File: config.mk
export PLATFORM = sky130hd
export DESIGN_NAME = xmodem_crc_block_sender
export DESIGN_NICKNAME = d
export VERILOG_FILES = /design/src/hdl/xcbs_pkg.sv /design/src/hdl/xcbs_front.sv /design/src/hdl/xcbs_fifo.sv /design/src/hdl/xcbs_back.sv /design/src/hdl/xmodem_crc_block_sender.sv
export SDC_FILE = /design/constraint.sdc
export NUM_CORES = 1
export LEC_CHECK = 0
export ABC_CLOCK_PERIOD_IN_PS = 4100
export BUFFER_PORTS_ARGS = -buffer_cell sky130_fd_sc_hd__buf_2
export CAP_MARGIN = 20
export CORE_UTILIZATION = 55
export CTS_CLUSTER_SIZE = 40
export DETAILED_ROUTE_END_ITERATION = 8
export PLACE_DENSITY = 0.82
export SLEW_MARGIN = 20
export SYNTH_ARGS = -nofsm -noshare
export SYNTH_HDL_FRONTEND = slang
export SYNTH_HIERARCHICAL = 1
export SYNTH_SLANG_ARGS = --single-unit
File: constraint.sdc
create_clock -name clk -period 4.1 [get_ports clk]
set_input_delay 0.82 -clock clk [delete_from_list [all_inputs] [get_ports clk]]
set_output_delay 0.82 -clock clk [all_outputs]
set_load 0.02 [all_outputs]
File: src/hdl/xcbs_pkg.sv
// Shared types, codes and the CRC-16 step for the XMODEM-CRC block sender.
// No dependencies; the design files and the testbench refer to this package, the checker does not.
package xcbs_pkg;

    // Data bytes per block
    localparam int BLOCK_SIZE = 128;
    localparam int BIB_W      = $clog2(BLOCK_SIZE + 1);

    // Line characters
    localparam logic [7:0] C_SOH = 8'h01;
    localparam logic [7:0] C_EOT = 8'h04;
    localparam logic [7:0] C_ACK = 8'h06;
    localparam logic [7:0] C_NAK = 8'h15;
    localparam logic [7:0] C_PAD = 8'h1A;

    // Request kinds (carried on tuser)
    localparam logic [2:0] OP_PAYLOAD = 3'd0;
    localparam logic [2:0] OP_PAD     = 3'd1;
    localparam logic [2:0] OP_RX      = 3'd2;
    localparam logic [2:0] OP_TIMEOUT = 3'd3;
    localparam logic [2:0] OP_RESTART = 3'd4;

    // Transfer phases
    localparam logic [3:0] PH_IDLE   = 4'd0;
    localparam logic [3:0] PH_SEND   = 4'd1;
    localparam logic [3:0] PH_BLKACK = 4'd2;
    localparam logic [3:0] PH_PAD    = 4'd3;
    localparam logic [3:0] PH_FINACK = 4'd4;
    localparam logic [3:0] PH_NAK    = 4'd5;
    localparam logic [3:0] PH_ACK    = 4'd6;
    localparam logic [3:0] PH_DONE   = 4'd7;
    localparam logic [3:0] PH_ABORT  = 4'd8;

    localparam logic [15:0] CRC_POLY = 16'h1021;

    // Queue depth between front and back
    localparam int QDEPTH = 4;
    localparam int QPTR_W = $clog2(QDEPTH);
    localparam int QCNT_W = $clog2(QDEPTH + 1);

    // One request's worth of output: up to four bytes
    typedef struct packed {
        logic [3:0][7:0] bytes;
        logic [1:0]      last_idx;
        logic            tx;
        logic [3:0]      phase;
    } entry_t;

    // CRC-16, MSB first, one byte
    function automatic logic [15:0] crc_byte(input logic [15:0] crc_in, input logic [7:0] b);
        logic [15:0] c;
        c = crc_in ^ {b, 8'h00};
        for (int k = 0; k < 8; k++)
        begin
            c = c[15] ? ({c[14:0], 1'b0} ^ CRC_POLY) : {c[14:0], 1'b0};
        end
        return c;
    endfunction

endpackage

File: src/hdl/xcbs_front.sv
// Front end: accepts requests, runs the XMODEM phase machine, block count and CRC,
// and emits one queue entry per request. Depends on xcbs_pkg.
module xcbs_front
(
    input  logic               clk,
    input  logic               rst_n,
    input  logic               in_valid,
    output logic               in_ready,
    input  logic [2:0]         op,
    input  logic [7:0]         data,
    input  logic               q_full,
    output logic               push,
    output xcbs_pkg::entry_t   push_entry
);

    logic [3:0]                    phase_reg, phase_next;
    logic [7:0]                    pn_reg, pn_next;
    logic [xcbs_pkg::BIB_W-1:0]    bib_reg, bib_next;
    logic [15:0]                   crc_reg, crc_next;

    logic [7:0]                    data_byte;
    logic [15:0]                   crc_upd;
    logic [xcbs_pkg::BIB_W-1:0]    bib_inc;
    logic                          full;
    logic                          take_data;
    logic                          got;
    logic [7:0]                    pn_inc;
    logic [3:0][7:0]               bytes;
    logic [2:0]                    nbytes;

    assign in_ready = !q_full;
    assign push     = in_valid && in_ready;

    // Data byte of this request and its effect on CRC and count
    assign data_byte = (op == xcbs_pkg::OP_PAD) ? xcbs_pkg::C_PAD : data;
    assign crc_upd   = xcbs_pkg::crc_byte(crc_reg, data_byte);
    assign bib_inc   = bib_reg + 1'b1;
    assign full      = (bib_inc >= xcbs_pkg::BIB_W'(xcbs_pkg::BLOCK_SIZE));
    assign got       = (op == xcbs_pkg::OP_RX);
    assign pn_inc    = pn_reg + 8'd1;

    always_comb
    begin
        take_data = 1'b0;
        if (op == xcbs_pkg::OP_PAYLOAD)
        begin
            take_data = (phase_reg == xcbs_pkg::PH_IDLE) || (phase_reg == xcbs_pkg::PH_SEND);
        end
        else if (op == xcbs_pkg::OP_PAD)
        begin
            take_data = (phase_reg == xcbs_pkg::PH_IDLE) || (phase_reg == xcbs_pkg::PH_SEND)
                     || (phase_reg == xcbs_pkg::PH_PAD);
        end
    end

    // Next state and bytes to send
    always_comb
    begin
        phase_next = phase_reg;
        pn_next    = pn_reg;
        bib_next   = bib_reg;
        crc_next   = crc_reg;
        bytes      = '0;
        nbytes     = 3'd0;
        unique case (op)
            xcbs_pkg::OP_PAYLOAD, xcbs_pkg::OP_PAD:
            begin
                if (take_data)
                begin
                    crc_next = crc_upd;
                    bib_next = full ? '0 : bib_inc;
                    if (phase_reg == xcbs_pkg::PH_IDLE)
                    begin
                        // Open the first block: header, then the data byte
                        bytes[0] = xcbs_pkg::C_SOH;
                        bytes[1] = pn_reg;
                        bytes[2] = ~pn_reg;
                        bytes[3] = data_byte;
                        nbytes   = 3'd4;
                        phase_next = (op == xcbs_pkg::OP_PAYLOAD) ? xcbs_pkg::PH_SEND
                                                                  : xcbs_pkg::PH_PAD;
                    end
                    else
                    begin
                        bytes[0] = data_byte;
                        if (full)
                        begin
                            // Close the block with the CRC, high byte first
                            bytes[1]   = crc_upd[15:8];
                            bytes[2]   = crc_upd[7:0];
                            nbytes     = 3'd3;
                            phase_next = (op == xcbs_pkg::OP_PAYLOAD) ? xcbs_pkg::PH_BLKACK
                                                                      : xcbs_pkg::PH_FINACK;
                        end
                        else
                        begin
                            nbytes     = 3'd1;
                            phase_next = (op == xcbs_pkg::OP_PAYLOAD) ? xcbs_pkg::PH_SEND
                                                                      : xcbs_pkg::PH_PAD;
                        end
                    end
                end
            end
            xcbs_pkg::OP_RX, xcbs_pkg::OP_TIMEOUT:
            begin
                unique case (phase_reg)
                    xcbs_pkg::PH_BLKACK:
                    begin
                        if (got && data == xcbs_pkg::C_ACK)
                        begin
                            // Next block: new header, fresh CRC
                            pn_next    = pn_inc;
                            crc_next   = '0;
                            bytes[0]   = xcbs_pkg::C_SOH;
                            bytes[1]   = pn_inc;
                            bytes[2]   = ~pn_inc;
                            nbytes     = 3'd3;
                            phase_next = xcbs_pkg::PH_SEND;
                        end
                        else
                        begin
                            phase_next = xcbs_pkg::PH_ABORT;
                        end
                    end
                    xcbs_pkg::PH_FINACK:
                    begin
                        if (got && data == xcbs_pkg::C_ACK)
                        begin
                            bytes[0]   = xcbs_pkg::C_EOT;
                            nbytes     = 3'd1;
                            phase_next = xcbs_pkg::PH_NAK;
                        end
                        else
                        begin
                            phase_next = xcbs_pkg::PH_ABORT;
                        end
                    end
                    xcbs_pkg::PH_NAK:
                    begin
                        if (got && data == xcbs_pkg::C_NAK)
                        begin
                            bytes[0]   = xcbs_pkg::C_EOT;
                            nbytes     = 3'd1;
                            phase_next = xcbs_pkg::PH_ACK;
                        end
                        else
                        begin
                            phase_next = xcbs_pkg::PH_ABORT;
                        end
                    end
                    xcbs_pkg::PH_ACK:
                    begin
                        phase_next = (got && data == xcbs_pkg::C_ACK) ? xcbs_pkg::PH_DONE
                                                                      : xcbs_pkg::PH_ABORT;
                    end
                    default:
                    begin
                        phase_next = phase_reg;
                    end
                endcase
            end
            xcbs_pkg::OP_RESTART:
            begin
                phase_next = xcbs_pkg::PH_IDLE;
                pn_next    = 8'd1;
                bib_next   = '0;
                crc_next   = '0;
            end
            default:
            begin
                phase_next = phase_reg;
            end
        endcase
    end

    // Pack the queue entry; a request that sends nothing gives one status result
    always_comb
    begin
        push_entry.bytes = bytes;
        push_entry.phase = phase_next;
        if (nbytes == 3'd0)
        begin
            push_entry.tx       = 1'b0;
            push_entry.last_idx = 2'd0;
        end
        else
        begin
            push_entry.tx       = 1'b1;
            push_entry.last_idx = 2'(nbytes - 3'd1);
        end
    end

    // Advance state on every accepted request
    always_ff @(posedge clk or negedge rst_n)
    begin
        if (!rst_n)
        begin
            phase_reg <= xcbs_pkg::PH_IDLE;
            pn_reg    <= 8'd1;
            bib_reg   <= '0;
            crc_reg   <= '0;
        end
        else if (push)
        begin
            phase_reg <= phase_next;
            pn_reg    <= pn_next;
            bib_reg   <= bib_next;
            crc_reg   <= crc_next;
        end
    end

endmodule

File: src/hdl/xcbs_fifo.sv
// Short queue of output entries between the front and back ends.
// Depends on xcbs_pkg for the entry type and depth.
module xcbs_fifo
(
    input  logic               clk,
    input  logic               rst_n,
    input  logic               push,
    input  xcbs_pkg::entry_t   push_entry,
    input  logic               pop,
    output xcbs_pkg::entry_t   head,
    output logic               empty,
    output logic               full
);

    xcbs_pkg::entry_t                mem [xcbs_pkg::QDEPTH];
    logic [xcbs_pkg::QPTR_W-1:0]     wr_ptr_reg;
    logic [xcbs_pkg::QPTR_W-1:0]     rd_ptr_reg;
    logic [xcbs_pkg::QCNT_W-1:0]     cnt_reg;

    assign empty = (cnt_reg == '0);
    assign full  = (cnt_reg == xcbs_pkg::QCNT_W'(xcbs_pkg::QDEPTH));
    assign head  = mem[rd_ptr_reg];

    // Store entries
    always_ff @(posedge clk)
    begin
        if (push)
        begin
            mem[wr_ptr_reg] <= push_entry;
        end
    end

    // Move pointers and fill count
    always_ff @(posedge clk or negedge rst_n)
    begin
        if (!rst_n)
        begin
            wr_ptr_reg <= '0;
            rd_ptr_reg <= '0;
            cnt_reg    <= '0;
        end
        else
        begin
            if (push)
            begin
                wr_ptr_reg <= wr_ptr_reg + 1'b1;
            end
            if (pop)
            begin
                rd_ptr_reg <= rd_ptr_reg + 1'b1;
            end
            if (push && !pop)
            begin
                cnt_reg <= cnt_reg + 1'b1;
            end
            else if (pop && !push)
            begin
                cnt_reg <= cnt_reg - 1'b1;
            end
        end
    end

endmodule

File: src/hdl/xcbs_back.sv
// Back end: takes queue entries and serializes their bytes onto the output stream
// from a registered output stage. Depends on xcbs_pkg.
module xcbs_back
(
    input  logic               clk,
    input  logic               rst_n,
    input  xcbs_pkg::entry_t   head,
    input  logic               q_empty,
    output logic               pop,
    output logic               out_valid,
    input  logic               out_ready,
    output logic [7:0]         out_byte,
    output logic               out_tx,
    output logic               out_last,
    output logic [3:0]         out_phase
);

    xcbs_pkg::entry_t  cur_reg;
    logic [1:0]        idx_reg;
    logic              valid_reg;
    logic              take;
    logic              free;

    assign out_valid = valid_reg;
    assign out_byte  = cur_reg.bytes[idx_reg];
    assign out_tx    = cur_reg.tx;
    assign out_last  = (idx_reg == cur_reg.last_idx);
    assign out_phase = cur_reg.phase;

    assign take = valid_reg && out_ready;
    // Stage frees up when empty or when its last result goes out
    assign free = !valid_reg || (take && out_last);
    assign pop  = free && !q_empty;

    // Load the next entry, or step through the current one
    always_ff @(posedge clk or negedge rst_n)
    begin
        if (!rst_n)
        begin
            valid_reg <= 1'b0;
            idx_reg   <= 2'd0;
        end
        else if (pop)
        begin
            valid_reg <= 1'b1;
            idx_reg   <= 2'd0;
        end
        else if (free)
        begin
            valid_reg <= 1'b0;
        end
        else if (take)
        begin
            idx_reg <= idx_reg + 2'd1;
        end
    end

    // Hold the entry being sent
    always_ff @(posedge clk)
    begin
        if (pop)
        begin
            cur_reg <= head;
        end
    end

endmodule

File: src/hdl/xmodem_crc_block_sender.sv
// XMODEM-CRC block sender. Each request on the input stream (tuser = kind: payload
// byte, pad step, receiver byte, receiver timeout, restart) gives one to four
// results on the output stream: bytes to transmit with tuser = 1, or one
// status-only result with tuser = 0; tlast marks the last result of a request and
// every result carries the phase after that request. The front end takes one
// request per cycle while the four-entry queue has room; the back end sends one
// result per cycle while the output is not stalled. A request makes one result for
// plain data, three at a block end or on a block's ACK, four for the first byte;
// the output stage is the limit on sustained rate. Blocks hold 128 data bytes;
// CRC-16 (0x1021, start 0) is computed one byte per cycle in the front end while
// the queue has room.
// Depends on xcbs_pkg, xcbs_front, xcbs_fifo, xcbs_back.
module xmodem_crc_block_sender
(
    input  logic         clk,
    input  logic         rst_n,
    input  logic         s_axis_tvalid,
    output logic         s_axis_tready,
    input  logic [7:0]   s_axis_tdata,   // [7:0] data
    input  logic [2:0]   s_axis_tuser,   // [2:0] op
    output logic         m_axis_tvalid,
    input  logic         m_axis_tready,
    output logic [15:0]  m_axis_tdata,   // [7:0] tx_byte, [11:8] phase, [15:12] zero
    output logic         m_axis_tuser,   // [0] tx_valid
    output logic         m_axis_tlast
);

    xcbs_pkg::entry_t  push_entry;
    xcbs_pkg::entry_t  head;
    logic              push;
    logic              pop;
    logic              q_empty;
    logic              q_full;
    logic [7:0]        out_byte;
    logic [3:0]        out_phase;

    xcbs_front u_front
    (
        .clk        (clk),
        .rst_n      (rst_n),
        .in_valid   (s_axis_tvalid),
        .in_ready   (s_axis_tready),
        .op         (s_axis_tuser),
        .data       (s_axis_tdata),
        .q_full     (q_full),
        .push       (push),
        .push_entry (push_entry)
    );

    xcbs_fifo u_fifo
    (
        .clk        (clk),
        .rst_n      (rst_n),
        .push       (push),
        .push_entry (push_entry),
        .pop        (pop),
        .head       (head),
        .empty      (q_empty),
        .full       (q_full)
    );

    xcbs_back u_back
    (
        .clk        (clk),
        .rst_n      (rst_n),
        .head       (head),
        .q_empty    (q_empty),
        .pop        (pop),
        .out_valid  (m_axis_tvalid),
        .out_ready  (m_axis_tready),
        .out_byte   (out_byte),
        .out_tx     (m_axis_tuser),
        .out_last   (m_axis_tlast),
        .out_phase  (out_phase)
    );

    assign m_axis_tdata = {4'b0000, out_phase, out_byte};

endmodule

==> metrics.txt <==
# TYPE chip_impl_metric gauge
chip_impl_metric{name="min_period_over_period",unit=""} 0.717
chip_impl_metric{name="ys.warnings.count",unit=""} 6
chip_impl_metric{name="worstSkewPairLatency",unit="ns"} 0.51
chip_impl_metric{name="power_leakage",unit="nW"} 4.19
chip_impl_info{name="most_common_cell_after_layout_fill_and_taps_aside",value="sky130_fd_sc_hd__edfxtp_1"} 1
chip_impl_metric{name="async_flop_share",unit=""} 0.191
chip_impl_metric{name="synthDistinctLibCells",unit=""} 67
chip_impl_metric{name="p_total",unit="W"} 0.00867
chip_impl_info{name="clock-root-buffer",value="sky130_fd_sc_hd__clkbuf_16"} 1
chip_impl_metric{name="dr.pass1.iters",unit=""} 5
chip_impl_info{name="result_of_the_run",value="finished clean"} 1
chip_impl_metric{name="finalMaxSlewViolations",unit=""} 0
chip_impl_metric{name="num-nets-final",unit=""} 722
chip_impl_metric{name="max_clock_freq",unit="MHz"} 340
chip_impl_metric{name="timing_worst_slew_pin_value",unit="ns"} 0.981
chip_impl_info{name="grt_setup_unrepaired",value="no"} 1
chip_impl_metric{name="drc",unit=""} 0
chip_impl_info{name="mostFrequentLayoutCells",value="sky130_fd_sc_hd__edfxtp_1, sky130_fd_sc_hd__nor2_1, sky130_fd_sc_hd__dfrtp_1, sky130_fd_sc_hd__nand2_1, sky130_fd_sc_hd__mux4_2"} 1
chip_impl_metric{name="grt_pass1_wl",unit="µm"} 34300
chip_impl_metric{name="remaining_global_route_overflow",unit=""} 0
chip_impl_metric{name="buffers_from_clock_root_to_sink_at_most",unit=""} 3
chip_impl_metric{name="rows",unit=""} 50
chip_impl_metric{name="synth_edf_count",unit=""} 195
chip_impl_info{name="synth.area.top_cells",value="sky130_fd_sc_hd__edfxtp_1, sky130_fd_sc_hd__dfrtp_1, sky130_fd_sc_hd__mux4_2"} 1
chip_impl_metric{name="yosysTopAreaCellShare",unit=""} 0.554
chip_impl_metric{name="maxCapViolCount",unit=""} 0
chip_impl_info{name="worst_hold_path_type",value="in2async"} 1
chip_impl_metric{name="synth.ff_latch_count",unit=""} 241
chip_impl_info{name="tritoncts_clock_tree",value="built"} 1
chip_impl_metric{name="dr.first_iter.drc_count",unit=""} 420
chip_impl_info{name="worst_setup_path_start_kind",value="flop"} 1
chip_impl_metric{name="setup-tns-final",unit="ns"} 0
chip_impl_info{name="synthDominantAreaCellType",value="sky130_fd_sc_hd__edfxtp_1"} 1
chip_impl_metric{name="fp.dieW",unit="µm"} 141
chip_impl_metric{name="grt_start_max_net_pins",unit=""} 42
chip_impl_metric{name="finalWorstPathRequiredPeriod",unit="ns"} 2.94
chip_impl_metric{name="data_required_time_of_the_worst_path",unit="ns"} 3.28
chip_impl_metric{name="vias",unit=""} 5954
chip_impl_metric{name="core_area",unit="µm²"} 18800
chip_impl_metric{name="dp.final_hpwl",unit="µm"} 14600
chip_impl_metric{name="tritoncts_num_sinks",unit=""} 241
chip_impl_metric{name="cts_htree_levels",unit=""} 1
chip_impl_metric{name="synth.yosys.seq_area_share",unit=""} 0.663
chip_impl_metric{name="max_fanout_on_critical_path",unit=""} 12
chip_impl_metric{name="power.density",unit="nW/µm²"} 739
chip_impl_metric{name="final-setup-viol-count",unit=""} 0
chip_impl_metric{name="die-area",unit="µm²"} 19800
chip_impl_metric{name="wl_per_cell",unit="µm"} 22.8
chip_impl_metric{name="final.hold.worst_slack",unit="ns"} 0.375
chip_impl_metric{name="port_buffers",unit=""} 30
chip_impl_metric{name="top_level_ports",unit=""} 35
chip_impl_metric{name="final_design_area_no_fill",unit="µm²"} 11700
chip_impl_metric{name="initial_utilization",unit=""} 0.563
chip_impl_metric{name="routed_wirelength",unit="µm"} 21700
chip_impl_metric{name="slew_headroom",unit=""} 0.346
chip_impl_metric{name="cts_hold_buffers",unit=""} 0
chip_impl_metric{name="ctsResizeCount",unit=""} 0
chip_impl_metric{name="first_global_vias",unit=""} 6152
chip_impl_metric{name="antenna_violating_nets_post_route",unit=""} 0
chip_impl_metric{name="peak_supply_drop",unit="mV"} 0.315
chip_impl_metric{name="antenna_cells_inserted",unit=""} 0
chip_impl_metric{name="dpl-instance-area",unit="µm²"} 10900
chip_impl_metric{name="finalWeightedCongestion",unit=""} 0.914
chip_impl_metric{name="arrival",unit="ns"} 2.12
chip_impl_metric{name="vias_per_cell",unit=""} 6.27
chip_impl_metric{name="postCtsSetupBuffers",unit=""} 0
chip_impl_metric{name="synth_area",unit="µm²"} 10600
chip_impl_info{name="ys_dominant_reg_cell",value="sky130_fd_sc_hd__edfxtp_1"} 1
chip_impl_metric{name="layout.filler_cells",unit=""} 1318
chip_impl_metric{name="clk_pin_slew_worst_paths",unit="ns"} 0.06
chip_impl_info{name="criticalPathCategory",value="reg2out"} 1
chip_impl_metric{name="die_h",unit="µm"} 141
chip_impl_metric{name="tritoncts.num_buffers",unit=""} 24
chip_impl_metric{name="drive_above_1_share",unit=""} 0.198
chip_impl_metric{name="antenna_found_initial",unit=""} 0
chip_impl_metric{name="synth_cells",unit=""} 663
chip_impl_metric{name="final.setup_skew",unit="ns"} 0.0135
chip_impl_metric{name="number_of_flip_flops_under_the_largest_register_name",unit=""} 156
chip_impl_metric{name="average_instance_area_after_synthesis",unit="µm²"} 15.9
chip_impl_info{name="timing.critical_path.to_type",value="primary output"} 1
chip_impl_metric{name="syn_to_final_growth",unit="%"} 11.0
chip_impl_metric{name="global_route.usage.total",unit=""} 0.230
chip_impl_metric{name="timing_hold_violations_final",unit=""} 0
worst paths after layout:
| check | slack, ns | cells after the start | end | start |
|---|---|---|---|---|
| worst max-delay path | 1.16 | 2 | m_axis_tdata[5] | u_back/idx_reg[0]$_DFFE_PN0P_ |
| worst min-delay path | 0.38 | 1 | u_fifo/wr_ptr_reg[1]$_DFFE_PN0P_ | rst_n |
| worst max register to register | 1.30 | 5 | u_fifo/mem[0][21]$_DFFE_PP_ | u_front/phase_reg[3]$_DFFE_PN0P_ |
| worst min register to register | 0.51 | 1 | u_fifo/cnt_reg[2]$_DFFE_PN0P_ | u_fifo/cnt_reg[2]$_DFFE_PN0P_ |
| max in group asynchronous | 2.95 | 2 | u_fifo/rd_ptr_reg[0]$_DFFE_PN0P_ | rst_n |
| min in group clk | 0.51 | 1 | u_fifo/cnt_reg[2]$_DFFE_PN0P_ | u_fifo/cnt_reg[2]$_DFFE_PN0P_ |
worst max-delay path: stages (launching register included):
cell and delay, ns:
sky130_fd_sc_hd__dfrtp_1 0.76, sky130_fd_sc_hd__mux4_1 0.66, sky130_fd_sc_hd__buf_2 0.18
cell type report:
| cell class | instances | area (µm²) | share of cell area |
|---|---|---|---|
| flip-flops and latches | 241 | 7010 | 0.598 |
| multi-input cells | 374 | 3280 | 0.280 |
| clock buffers | 30 | 654 | 0.0558 |
| well taps | 234 | 293 | 0.0250 |
| repair buffers | 44 | 255 | 0.0218 |
| clock inverters | 14 | 183 | 0.0156 |
| inverters | 13 | 48.8 | 0.00416 |
metal layers:
layer  global-route usage  up-vias  wire length (µm)
met5                    0        -                 0
met4               0.0738        0               515
met3               0.0353       38              1380
met1                0.315     3042              9130
met2                0.381      225             10600
li1                     -     2649                 -
cell usage after synthesis, drive strengths merged, types with 4 or more instances:
master,number
and2,8
a22o,10
a21oi,8
and3,7
nor3,8
a31oi,5
nand2,38
a221o,8
o31ai,12
o2bb2ai,8
ha,8
dfrtp,45
clkbuf,18
buf,20
mux4,47
or2,5
or3,4
nand3,10
nor2b,8
nor2,46
inv,12
o221ai,6
xor2,23
edfxtp,195
xnor2,24
nand2b,8
o21ai,26
nor4,5
power by group:
group	total, W	switching (W)	internal [W]	leakage, nW
sequential	0.00395	0.000468	0.00348	2.41
combinational	0.00244	0.00135	0.00109	1.37
clock	0.00228	0.000889	0.00139	0.409
total	0.00867	0.00270	0.00597	4.19
per-stage QoR:
stage	instances	setup slack (ns)	utilization
final	950	1.16	0.625
after global routing	950	1.05	0.625
after CTS	950	1.11	0.624
after detailed placement	906	0.763	0.580
after global placement	906	0.831	0.580
after floorplan	666	0.794	-
cell families after synthesis:
group / count (synthesis) / synth area share
flip-flops: 241 / 0.663
AND/OR/NAND/NOR: 163 / 0.0806
AO/OA/AOI/OAI: 100 / 0.0684
multiplexers: 51 / 0.107
buffers and inverters: 51 / 0.0298
XOR/XNOR: 47 / 0.0389
adder cells (fa/ha/maj): 9 / 0.0114
other: 1 / 0.000355
Power figures use the tool's default switching activity.
